==> src/slc_pkg.sv <==
// Shared types and constants for the size-budget LRU cache.
// No dependencies; every other file uses it by scoped names.
package slc_pkg;

  localparam int KEY_W  = 32;
  localparam int SIZE_W = 32;
  localparam int TOT_W  = 48;
  localparam int OP_W   = 2;

  localparam int MAX_EVICT = 16;
  localparam int EVC_W     = 5;
  localparam int QDEPTH    = 2;

  localparam logic [TOT_W-1:0] BUDGET_RESET = 48'd67108864;

  localparam logic KIND_ACK   = 1'b0;
  localparam logic KIND_EVICT = 1'b1;

  typedef enum logic [OP_W-1:0] {
    OP_LOOKUP = 2'd0,
    OP_INSERT = 2'd1,
    OP_TRIM   = 2'd2,
    OP_NONE   = 2'd3
  } op_e;

  typedef struct packed {
    op_e               op;
    logic [KEY_W-1:0]  key;
    logic [SIZE_W-1:0] size;
  } req_t;

  typedef struct packed {
    logic              kind;
    logic [KEY_W-1:0]  out_key;
    logic              hit;
    logic [TOT_W-1:0]  total_bytes;
    logic              last;
  } res_t;

endpackage

==> src/slc_if.sv <==
// Handshake channel interfaces: request items, result items, budget writes.
// Depends on slc_pkg.
interface slc_item_if;
  logic                       valid;
  logic                       ready;
  logic [slc_pkg::OP_W-1:0]   op;
  logic [slc_pkg::KEY_W-1:0]  key;
  logic [slc_pkg::SIZE_W-1:0] item_size;
  modport source (output valid, op, key, item_size, input ready);
  modport sink   (input valid, op, key, item_size, output ready);
endinterface

interface slc_result_if;
  logic                      valid;
  logic                      ready;
  logic                      kind;
  logic [slc_pkg::KEY_W-1:0] out_key;
  logic                      hit;
  logic [slc_pkg::TOT_W-1:0] total_bytes;
  logic                      last;
  modport source (output valid, kind, out_key, hit, total_bytes, last, input ready);
  modport sink   (input valid, kind, out_key, hit, total_bytes, last, output ready);
endinterface

interface slc_cfg_if;
  logic                      valid;
  logic                      ready;
  logic [slc_pkg::TOT_W-1:0] data;
  modport source (output valid, data, input ready);
  modport sink   (input valid, data, output ready);
endinterface

==> src/slc_front.sv <==
// Front end: accepts request items and decodes them into queue entries.
// Depends on slc_pkg and slc_if.
module slc_front (
  slc_item_if.sink        in_i,
  input  logic            q_ready_i,
  output logic            q_valid_o,
  output slc_pkg::req_t   q_req_o
);

  assign in_i.ready     = q_ready_i;
  assign q_valid_o      = in_i.valid;
  assign q_req_o.op     = slc_pkg::op_e'(in_i.op);
  assign q_req_o.key    = in_i.key;
  assign q_req_o.size   = in_i.item_size;

endmodule

==> src/slc_fifo.sv <==
// Short request queue between front and back end.
// Depends on slc_pkg.
module slc_fifo (
  input  logic          clk_i,
  input  logic          rst_ni,
  input  logic          push_valid_i,
  output logic          push_ready_o,
  input  slc_pkg::req_t push_req_i,
  output logic          pop_valid_o,
  input  logic          pop_ready_i,
  output slc_pkg::req_t pop_req_o
);

  localparam int Depth = slc_pkg::QDEPTH;
  localparam int AW    = (Depth > 1) ? $clog2(Depth) : 1;
  localparam int CW    = $clog2(Depth + 1);

  slc_pkg::req_t   mem_q [Depth];
  logic [AW-1:0]   wr_q, rd_q;
  logic [CW-1:0]   cnt_q;
  logic            push, pop;

  assign push_ready_o = (cnt_q != CW'(Depth));
  assign pop_valid_o  = (cnt_q != '0);
  assign pop_req_o    = mem_q[rd_q];
  assign push         = push_valid_i && push_ready_o;
  assign pop          = pop_valid_o && pop_ready_i;

  always_ff @(posedge clk_i or negedge rst_ni) begin
    if (!rst_ni) begin
      wr_q  <= '0;
      rd_q  <= '0;
      cnt_q <= '0;
    end else begin
      if (push) wr_q <= (wr_q == AW'(Depth - 1)) ? '0 : wr_q + 1'b1;
      if (pop)  rd_q <= (rd_q == AW'(Depth - 1)) ? '0 : rd_q + 1'b1;
      cnt_q <= cnt_q + CW'(push) - CW'(pop);
    end
  end

  always_ff @(posedge clk_i) begin
    if (push) mem_q[wr_q] <= push_req_i;
  end

endmodule

==> src/slc_back.sv <==
// Back end: recency-ordered entry cells, search, update and eviction walk.
// Depends on slc_pkg.
module slc_back #(
  parameter int ENTRIES = 16
) (
  input  logic                      clk_i,
  input  logic                      rst_ni,
  input  logic                      req_valid_i,
  output logic                      req_ready_o,
  input  slc_pkg::req_t             req_i,
  input  logic [slc_pkg::TOT_W-1:0] budget_i,
  output logic                      res_valid_o,
  input  logic                      res_ready_i,
  output slc_pkg::res_t             res_o
);

  localparam int IW = $clog2(ENTRIES);
  localparam int CW = $clog2(ENTRIES + 1);

  typedef enum logic [6:0] {
    S_IDLE   = 7'b0000001,
    S_SEARCH = 7'b0000010,
    S_MOVE   = 7'b0000100,
    S_FULLEV = 7'b0001000,
    S_INSERT = 7'b0010000,
    S_WALK   = 7'b0100000,
    S_ACK    = 7'b1000000
  } state_e;

  state_e                       state_q, state_d;
  logic [slc_pkg::KEY_W-1:0]    key_q  [ENTRIES];
  logic [slc_pkg::SIZE_W-1:0]   size_q [ENTRIES];
  logic [CW-1:0]                n_q, n_d;
  logic [slc_pkg::TOT_W-1:0]    total_q, total_d;
  slc_pkg::req_t                cur_q;
  logic                         hit_q;
  logic [IW-1:0]                pos_q;
  logic [slc_pkg::EVC_W-1:0]    evc_q;
  slc_pkg::res_t                res_q, res_d;
  logic                         res_valid_q;

  logic [ENTRIES-1:0]           match;
  logic [IW-1:0]                match_pos;
  logic [IW-1:0]                tail;
  logic                         out_free, emit, shift_en, is_move;
  logic [IW-1:0]                shift_lim;

  assign out_free    = !res_valid_q || res_ready_i;
  assign tail        = IW'(n_q - 1'b1);
  assign req_ready_o = (state_q == S_IDLE);
  assign res_valid_o = res_valid_q;
  assign res_o       = res_q;

  always_comb begin
    match_pos = '0;
    for (int p = 0; p < ENTRIES; p++) begin
      match[p] = (CW'(p) < n_q) && (key_q[p] == cur_q.key);
      if (match[p]) match_pos = IW'(p);
    end
  end

  always_comb begin
    state_d   = state_q;
    n_d       = n_q;
    total_d   = total_q;
    emit      = 1'b0;
    shift_en  = 1'b0;
    is_move   = 1'b0;
    shift_lim = IW'(ENTRIES - 1);
    res_d     = res_q;
    unique case (state_q)
      S_IDLE: begin
        if (req_valid_i) state_d = S_SEARCH;
      end
      S_SEARCH: begin
        if ((|match) && (cur_q.op == slc_pkg::OP_LOOKUP || cur_q.op == slc_pkg::OP_INSERT))
          state_d = S_MOVE;
        else if (cur_q.op == slc_pkg::OP_INSERT)
          state_d = (n_q == CW'(ENTRIES)) ? S_FULLEV : S_INSERT;
        else if (cur_q.op == slc_pkg::OP_TRIM)
          state_d = S_WALK;
        else
          state_d = S_ACK;
      end
      S_MOVE: begin
        shift_en  = 1'b1;
        is_move   = 1'b1;
        shift_lim = pos_q;
        state_d   = S_ACK;
      end
      S_FULLEV: begin
        if (out_free) begin
          emit    = 1'b1;
          n_d     = n_q - 1'b1;
          total_d = total_q - slc_pkg::TOT_W'(size_q[tail]);
          state_d = S_INSERT;
        end
      end
      S_INSERT: begin
        shift_en = 1'b1;
        n_d      = n_q + 1'b1;
        total_d  = total_q + slc_pkg::TOT_W'(cur_q.size);
        state_d  = S_WALK;
      end
      S_WALK: begin
        if ((total_q > budget_i) && (n_q != '0) &&
            (evc_q < slc_pkg::EVC_W'(slc_pkg::MAX_EVICT))) begin
          if (out_free) begin
            emit    = 1'b1;
            n_d     = n_q - 1'b1;
            total_d = total_q - slc_pkg::TOT_W'(size_q[tail]);
          end
        end else begin
          state_d = S_ACK;
        end
      end
      S_ACK: begin
        if (out_free) begin
          res_d.kind        = slc_pkg::KIND_ACK;
          res_d.out_key     = cur_q.key;
          res_d.hit         = hit_q;
          res_d.total_bytes = total_q;
          res_d.last        = 1'b1;
          state_d           = S_IDLE;
        end
      end
      default: state_d = S_IDLE;
    endcase
    if (emit) begin
      res_d.kind        = slc_pkg::KIND_EVICT;
      res_d.out_key     = key_q[tail];
      res_d.hit         = 1'b0;
      res_d.total_bytes = total_d;
      res_d.last        = 1'b0;
    end
  end

  always_ff @(posedge clk_i or negedge rst_ni) begin
    if (!rst_ni) begin
      state_q     <= S_IDLE;
      n_q         <= '0;
      total_q     <= '0;
      res_valid_q <= 1'b0;
    end else begin
      state_q     <= state_d;
      n_q         <= n_d;
      total_q     <= total_d;
      res_valid_q <= (res_valid_q && !res_ready_i) || emit ||
                     (state_q == S_ACK && out_free);
    end
  end

  always_ff @(posedge clk_i) begin
    res_q <= res_d;
    if (state_q == S_IDLE && req_valid_i) begin
      cur_q <= req_i;
      evc_q <= '0;
      hit_q <= 1'b0;
    end
    if (state_q == S_SEARCH) begin
      pos_q <= match_pos;
      hit_q <= (|match) &&
               (cur_q.op == slc_pkg::OP_LOOKUP || cur_q.op == slc_pkg::OP_INSERT);
    end
    if (emit) evc_q <= evc_q + 1'b1;
    if (shift_en) begin
      for (int p = 1; p < ENTRIES; p++) begin
        if (IW'(p) <= shift_lim) begin
          key_q[p]  <= key_q[p-1];
          size_q[p] <= size_q[p-1];
        end
      end
      key_q[0]  <= cur_q.key;
      size_q[0] <= is_move ? size_q[pos_q] : cur_q.size;
    end
  end

endmodule

==> src/size_budget_lru_cache.sv <==
// Size-budget LRU cache: top level with budget register, front end, queue
// and back end. Depends on slc_pkg, slc_if, slc_front, slc_fifo, slc_back.
//
// Holds up to ENTRIES keyed entries in recency order, each with a byte size.
// Every request yields zero or more eviction items (oldest first) and then one
// acknowledgment with last set. An accepted input is dequeued, its key is
// searched over all cells in parallel, then a hit moves to front, a trim runs
// the budget check, a missed insert evicts if full, inserts and runs it, and a
// missed lookup or unused op code acks at once. Evictions come from the tail
// as the back end walks it, so the rate is set by the back end sequencer and
// by how quickly results are taken. The cfg channel is always ready; the user
// must write the size budget only while idle; the block does not enforce it.
module size_budget_lru_cache #(
  parameter int ENTRIES = 16
) (
  input  logic          clk_i,
  input  logic          rst_ni,
  slc_item_if.sink      in_i,
  slc_result_if.source  out_o,
  slc_cfg_if.sink       cfg_i
);

  logic [slc_pkg::TOT_W-1:0] budget_q;
  logic                      f_valid, f_ready, b_valid, b_ready;
  slc_pkg::req_t             f_req, b_req;
  slc_pkg::res_t             res;

  assign cfg_i.ready = 1'b1;

  always_ff @(posedge clk_i or negedge rst_ni) begin
    if (!rst_ni) begin
      budget_q <= slc_pkg::BUDGET_RESET;
    end else if (cfg_i.valid) begin
      budget_q <= cfg_i.data;
    end
  end

  slc_front u_front (
    .in_i      (in_i),
    .q_ready_i (f_ready),
    .q_valid_o (f_valid),
    .q_req_o   (f_req)
  );

  slc_fifo u_fifo (
    .clk_i        (clk_i),
    .rst_ni       (rst_ni),
    .push_valid_i (f_valid),
    .push_ready_o (f_ready),
    .push_req_i   (f_req),
    .pop_valid_o  (b_valid),
    .pop_ready_i  (b_ready),
    .pop_req_o    (b_req)
  );

  slc_back #(.ENTRIES(ENTRIES)) u_back (
    .clk_i       (clk_i),
    .rst_ni      (rst_ni),
    .req_valid_i (b_valid),
    .req_ready_o (b_ready),
    .req_i       (b_req),
    .budget_i    (budget_q),
    .res_valid_o (out_o.valid),
    .res_ready_i (out_o.ready),
    .res_o       (res)
  );

  assign out_o.kind        = res.kind;
  assign out_o.out_key     = res.out_key;
  assign out_o.hit         = res.hit;
  assign out_o.total_bytes = res.total_bytes;
  assign out_o.last        = res.last;

endmodule
==> src/flat_wrapper.sv <==
// flat-port wrapper written by rule: the top's interface ports become plain ports
module size_budget_lru_cache_flat 
#(
  parameter int ENTRIES = 16
)
  (clk_i, rst_ni, in_i_valid, in_i_op, in_i_key, in_i_item_size, in_i_ready, out_o_valid, out_o_kind, out_o_out_key, out_o_hit, out_o_total_bytes, out_o_last, out_o_ready, cfg_i_valid, cfg_i_data, cfg_i_ready);
  slc_item_if in_i_i ();
  slc_result_if out_o_i ();
  slc_cfg_if cfg_i_i ();
  input  logic clk_i;
  input  logic rst_ni;
  input wire logic [$bits(in_i_i.valid)-1:0] in_i_valid;
  input wire logic [$bits(in_i_i.op)-1:0] in_i_op;
  input wire logic [$bits(in_i_i.key)-1:0] in_i_key;
  input wire logic [$bits(in_i_i.item_size)-1:0] in_i_item_size;
  output wire logic [$bits(in_i_i.ready)-1:0] in_i_ready;
  output wire logic [$bits(out_o_i.valid)-1:0] out_o_valid;
  output wire logic [$bits(out_o_i.kind)-1:0] out_o_kind;
  output wire logic [$bits(out_o_i.out_key)-1:0] out_o_out_key;
  output wire logic [$bits(out_o_i.hit)-1:0] out_o_hit;
  output wire logic [$bits(out_o_i.total_bytes)-1:0] out_o_total_bytes;
  output wire logic [$bits(out_o_i.last)-1:0] out_o_last;
  input wire logic [$bits(out_o_i.ready)-1:0] out_o_ready;
  input wire logic [$bits(cfg_i_i.valid)-1:0] cfg_i_valid;
  input wire logic [$bits(cfg_i_i.data)-1:0] cfg_i_data;
  output wire logic [$bits(cfg_i_i.ready)-1:0] cfg_i_ready;
  assign in_i_i.valid = in_i_valid;
  assign in_i_i.op = in_i_op;
  assign in_i_i.key = in_i_key;
  assign in_i_i.item_size = in_i_item_size;
  assign in_i_ready = in_i_i.ready;
  assign out_o_valid = out_o_i.valid;
  assign out_o_kind = out_o_i.kind;
  assign out_o_out_key = out_o_i.out_key;
  assign out_o_hit = out_o_i.hit;
  assign out_o_total_bytes = out_o_i.total_bytes;
  assign out_o_last = out_o_i.last;
  assign out_o_i.ready = out_o_ready;
  assign cfg_i_i.valid = cfg_i_valid;
  assign cfg_i_i.data = cfg_i_data;
  assign cfg_i_ready = cfg_i_i.ready;
  size_budget_lru_cache #(.ENTRIES(ENTRIES)) u_core (.clk_i(clk_i), .rst_ni(rst_ni), .in_i(in_i_i), .out_o(out_o_i), .cfg_i(cfg_i_i));
endmodule
==> config.mk <==
export PLATFORM = sky130hd
export DESIGN_NAME = size_budget_lru_cache_flat
export DESIGN_NICKNAME = d
export VERILOG_FILES = /design/src/slc_pkg.sv /design/src/slc_if.sv /design/src/slc_front.sv /design/src/slc_fifo.sv /design/src/slc_back.sv /design/src/size_budget_lru_cache.sv /design/src/flat_wrapper.sv
export SDC_FILE = /design/constraint.sdc
export NUM_CORES = 2
export LEC_CHECK = 0
export CORE_ASPECT_RATIO = 1.75
export CORE_MARGIN = 1
export CORE_UTILIZATION = 65
export CTS_BUF_LIST = sky130_fd_sc_hd__clkbuf_4 sky130_fd_sc_hd__clkbuf_8
export CTS_CLUSTER_DIAMETER = 40
export DETAILED_ROUTE_END_ITERATION = 8
export DONT_BUFFER_PORTS = 1
export PLACE_DENSITY = 0.81
export SYNTH_ARGS = -nofsm -noshare
export SYNTH_HDL_FRONTEND = slang
export SYNTH_SLANG_ARGS = --single-unit
==> constraint.sdc <==
create_clock -name clk_i -period 17.7 [get_ports clk_i]
set_input_delay 3.54 -clock clk_i [delete_from_list [all_inputs] [get_ports clk_i]]
set_output_delay 3.54 -clock clk_i [all_outputs]
set_load 0.05 [all_outputs]
==> impl_metrics.env <==
export IMPL_cp_arrival_ns=8.48
export IMPL_drt_initial_drc_count=6110
export IMPL_dp_cells=5793
export IMPL_post_route_period_util_pct=44.1
export IMPL_seq_area_frac_synth_pct=61.0
export IMPL_core_area_um2=106000
export IMPL_synth_area_um2=69300
export IMPL_setup_viol=0
export IMPL_cap_violations=3
export IMPL_critPathLaunchType="flip-flop"
export IMPL_firstDrtPassIters=6
export IMPL_status="finished with violations"
export IMPL_synthArstFlopShare_pct=7.91
export IMPL_cts_sinks=1428
export IMPL_overflow=0
export IMPL_ys_flop_type="edfxtp_1"
export IMPL_area_growth_synth_to_final_pct=8.22
export IMPL_relSlewSlack_pct=-3.75
export IMPL_grt_max_degree=114
export IMPL_worstSetupEndpointType="flip-flop"
export IMPL_h_tree_depth=4
export IMPL_p_per_area_nw_per_um2=188
export IMPL_final_layout_size_suffix_gt1_share_pct=19.4
export IMPL_syn_nets=4865
export IMPL_final_common_cell="edfxtp_1"
export IMPL_die_x_um=249
export IMPL_drc=0
export IMPL_clk_latency_ns=0.98
export IMPL_synthCells=4623
export IMPL_synth_largest_area_cell="edfxtp_1"
export IMPL_post_cts_buffers=0
export IMPL_cts_tree="done"
export IMPL_hp_class="flip-flop to flip-flop"
export IMPL_fin_cells=6173
export IMPL_grt_pass1_vias=44506
export IMPL_worst_setup_path_type="flip-flop to flip-flop"
export IMPL_clk_path_buf_depth=3
export IMPL_met2_usage_pct=70.8
export IMPL_clk_pin_slew_worst_paths_ns=0.07
export IMPL_synth_distinct_cells=84
export IMPL_final_cell_mix="edfxtp_1, nand2_1, mux4_2"
export IMPL_leakage_nw=25.7
export IMPL_drt_total_wl_um=237000
export IMPL_dieHeight_um=434
export IMPL_power_total_mw=14.1
export IMPL_cts_resized=0
export IMPL_tightestPinTransition_ns=1.55
export IMPL_final_core_util_pct=71.0
export IMPL_fmax_mhz=128
export IMPL_track_usage_pct=44.8
export IMPL_vias_per_cell=7.36
export IMPL_synth_top_cell_area_share_pct=56.8
export IMPL_grt_pass1_wl_um=333000
export IMPL_dp_hpwl_um=159000
export IMPL_synth_area_leaders="edfxtp_1, mux4_2, xnor2_1"
export IMPL_finalHoldViolations=0
export IMPL_synth_seq_cells=1428
export IMPL_synth_area_per_cell_um2=15.0
export IMPL_postRouteAntennaNets=0
export IMPL_die_area_um2=108000
export IMPL_use_met3_pct=12.7
export IMPL_required_ns=18.38
export IMPL_synth_edf_count=1312
export IMPL_drv_slew=10
export IMPL_cp_max_fo=105
export IMPL_cts_root_buf="clkbuf_8"
export IMPL_holdBufCountCts=0
export IMPL_irDropWorstVdd_v=0.000194
export IMPL_num_rows=158
export IMPL_grt_busiest_layer="met2"
export IMPL_whs_ns=0.439
export IMPL_cts_buffers=194
export IMPL_fill_cells=6757
export IMPL_violations="max-capacitance violations, max-slew violations"
export IMPL_period_needed_ns=7.80
export IMPL_tns_ns=0
export IMPL_wire_per_inst_um=38.3
export IMPL_use_met1_pct=46.7
export IMPL_fin_skew_ns=0.0648
export IMPL_gp_congestion=1.05
export IMPL_final_nets=4872
export IMPL_rsz0062_at_grt="no"
export IMPL_start_util_pct=65.6
export IMPL_antenna_found_initial=22
export IMPL_synth_warnings=0
export IMPL_vias=45453
export IMPL_portBuffers=0
export IMPL_ios=205
==> path summary, 6_finish.rpt <==
path | start | end | slack [ns] | cells after the start
hold reg to reg | u_core.u_back.size_q[14][22] | u_core.u_back.size_q[15][22] | 0.44 | 0
hold / removal | u_core.u_back.size_q[14][22] | u_core.u_back.size_q[15][22] | 0.44 | 0
setup / recovery | u_core.u_back.n_q[0] | u_core.u_back.res_o[20] | 9.90 | 18
setup reg to reg | u_core.u_back.n_q[0] | u_core.u_back.res_o[20] | 9.90 | 18
min in group asynchronous | rst_ni | u_core.budget_q[7] | 2.27 | 0
max in group asynchronous | rst_ni | u_core.u_back.state_q[0] | 15.06 | 0
==> routing by layer <==
metal | vias up | share of wire, %
met5 | - | 0.078
met4 | 24 | 13
met2 | 3649 | 48
met1 | 22587 | 29
met3 | 1201 | 10
li1 | 17992 | -
==> sequential cells by signal, summed over array words and instances, names as in the netlist <==
| name | cells |
|---|---|
| u_core.u_back.key_q | 512 |
| u_core.u_back.res_valid_o | 1 |
| u_core.u_back.total_q | 48 |
| u_core.u_back.res_o | 83 |
| u_core.u_fifo.wr_q | 1 |
| u_core.budget_q | 48 |
| u_core.u_back.n_q | 5 |
| u_core.u_back.hit_q | 1 |
| u_core.u_back.evc_q | 5 |
| u_core.u_back.size_q | 512 |
| u_core.u_fifo.rd_q | 1 |
| u_core.u_fifo.mem_q | 132 |
| u_core.u_back.state_q | 7 |
| u_core.u_back.pos_q | 4 |
| u_core.u_back.cur_q | 66 |
| u_core.u_fifo.cnt_q | 2 |
==> Yosys cell counts (all sizes together) (64+ instances only) <==
library cell	count
nand2	387
mux4	384
ha	121
mux2	67
nor2	130
nand3	64
xor2	277
mux2i	100
xnor2	321
o21ai	165
edfxtp	1312
dfrtp	111
clkbuf	193
nor4	77
buf	99
inv	125
nand4	98
a21oi	184
==> cell families (layout without fill, tap and decap cells) <==
logic type | count (synthesis) | after routing | share of synthesized area [%]
and+or+nand+nor | 888 | 888 | 6.09
buffers and inverters | 417 | 594 | 2.36
xor gates and xnor gates | 598 | 598 | 7.55
DFF | 1428 | 1428 | 61.0
AOI/OAI and AO/OA | 617 | 617 | 5.77
other | 1 | 14 | 0.00541
muxes | 551 | 551 | 15.0
adders and majority gates | 123 | 123 | 2.24
==> cell type report <==
| class | count | area, µm² | share of cell area [%] |
|---|---|---|---|
| repair buffers | 103 | 811 | 1.08 |
| flip-flops and latches | 1428 | 42300 | 56.4 |
| diodes | 13 | 32.5 | 0.0433 |
| clock buffers | 256 | 3180 | 4.24 |
| multi-input cells | 2778 | 25700 | 34.2 |
| inverters | 125 | 474 | 0.632 |
| well taps | 1360 | 1700 | 2.27 |
| clock inverters | 110 | 875 | 1.17 |
==> worst max-delay path, cell delays in order (launching register included) <==
cell and delay [ns]:
dfrtp_4 0.88, inv_1 0.19, ha_4 0.80, buf_4 0.89, buf_12 0.63, mux4_2 0.41, mux4_2 0.48, inv_1 0.15
ha_1 0.23, nand4_1 0.14, a21oi_1 0.83, nor2_1 0.15, o311ai_0 0.72, a21o_1 0.24, a21o_1 0.14, a311oi_1 0.10
xnor2_1 0.15, mux2i_1 0.18, o21ai_0 0.10
==> per-stage QoR <==
stage	worst slack, ns	instance area (µm²)
finish	9.90	75000
global route	9.76	75000
CTS	10.17	75000
detailed placement	10.26	70900
global placement	10.31	70900
floorplan	8.77	69300
==> report_power, final <==
part           switching [mW]  leakage, nW  total, mW  internal (mW)
clock                    1.34         2.11       2.70           1.36
combinational            4.37         10.3       6.89           2.52
sequential              0.481         13.3       4.53           4.05
Power figures use the tool's default switching activity.
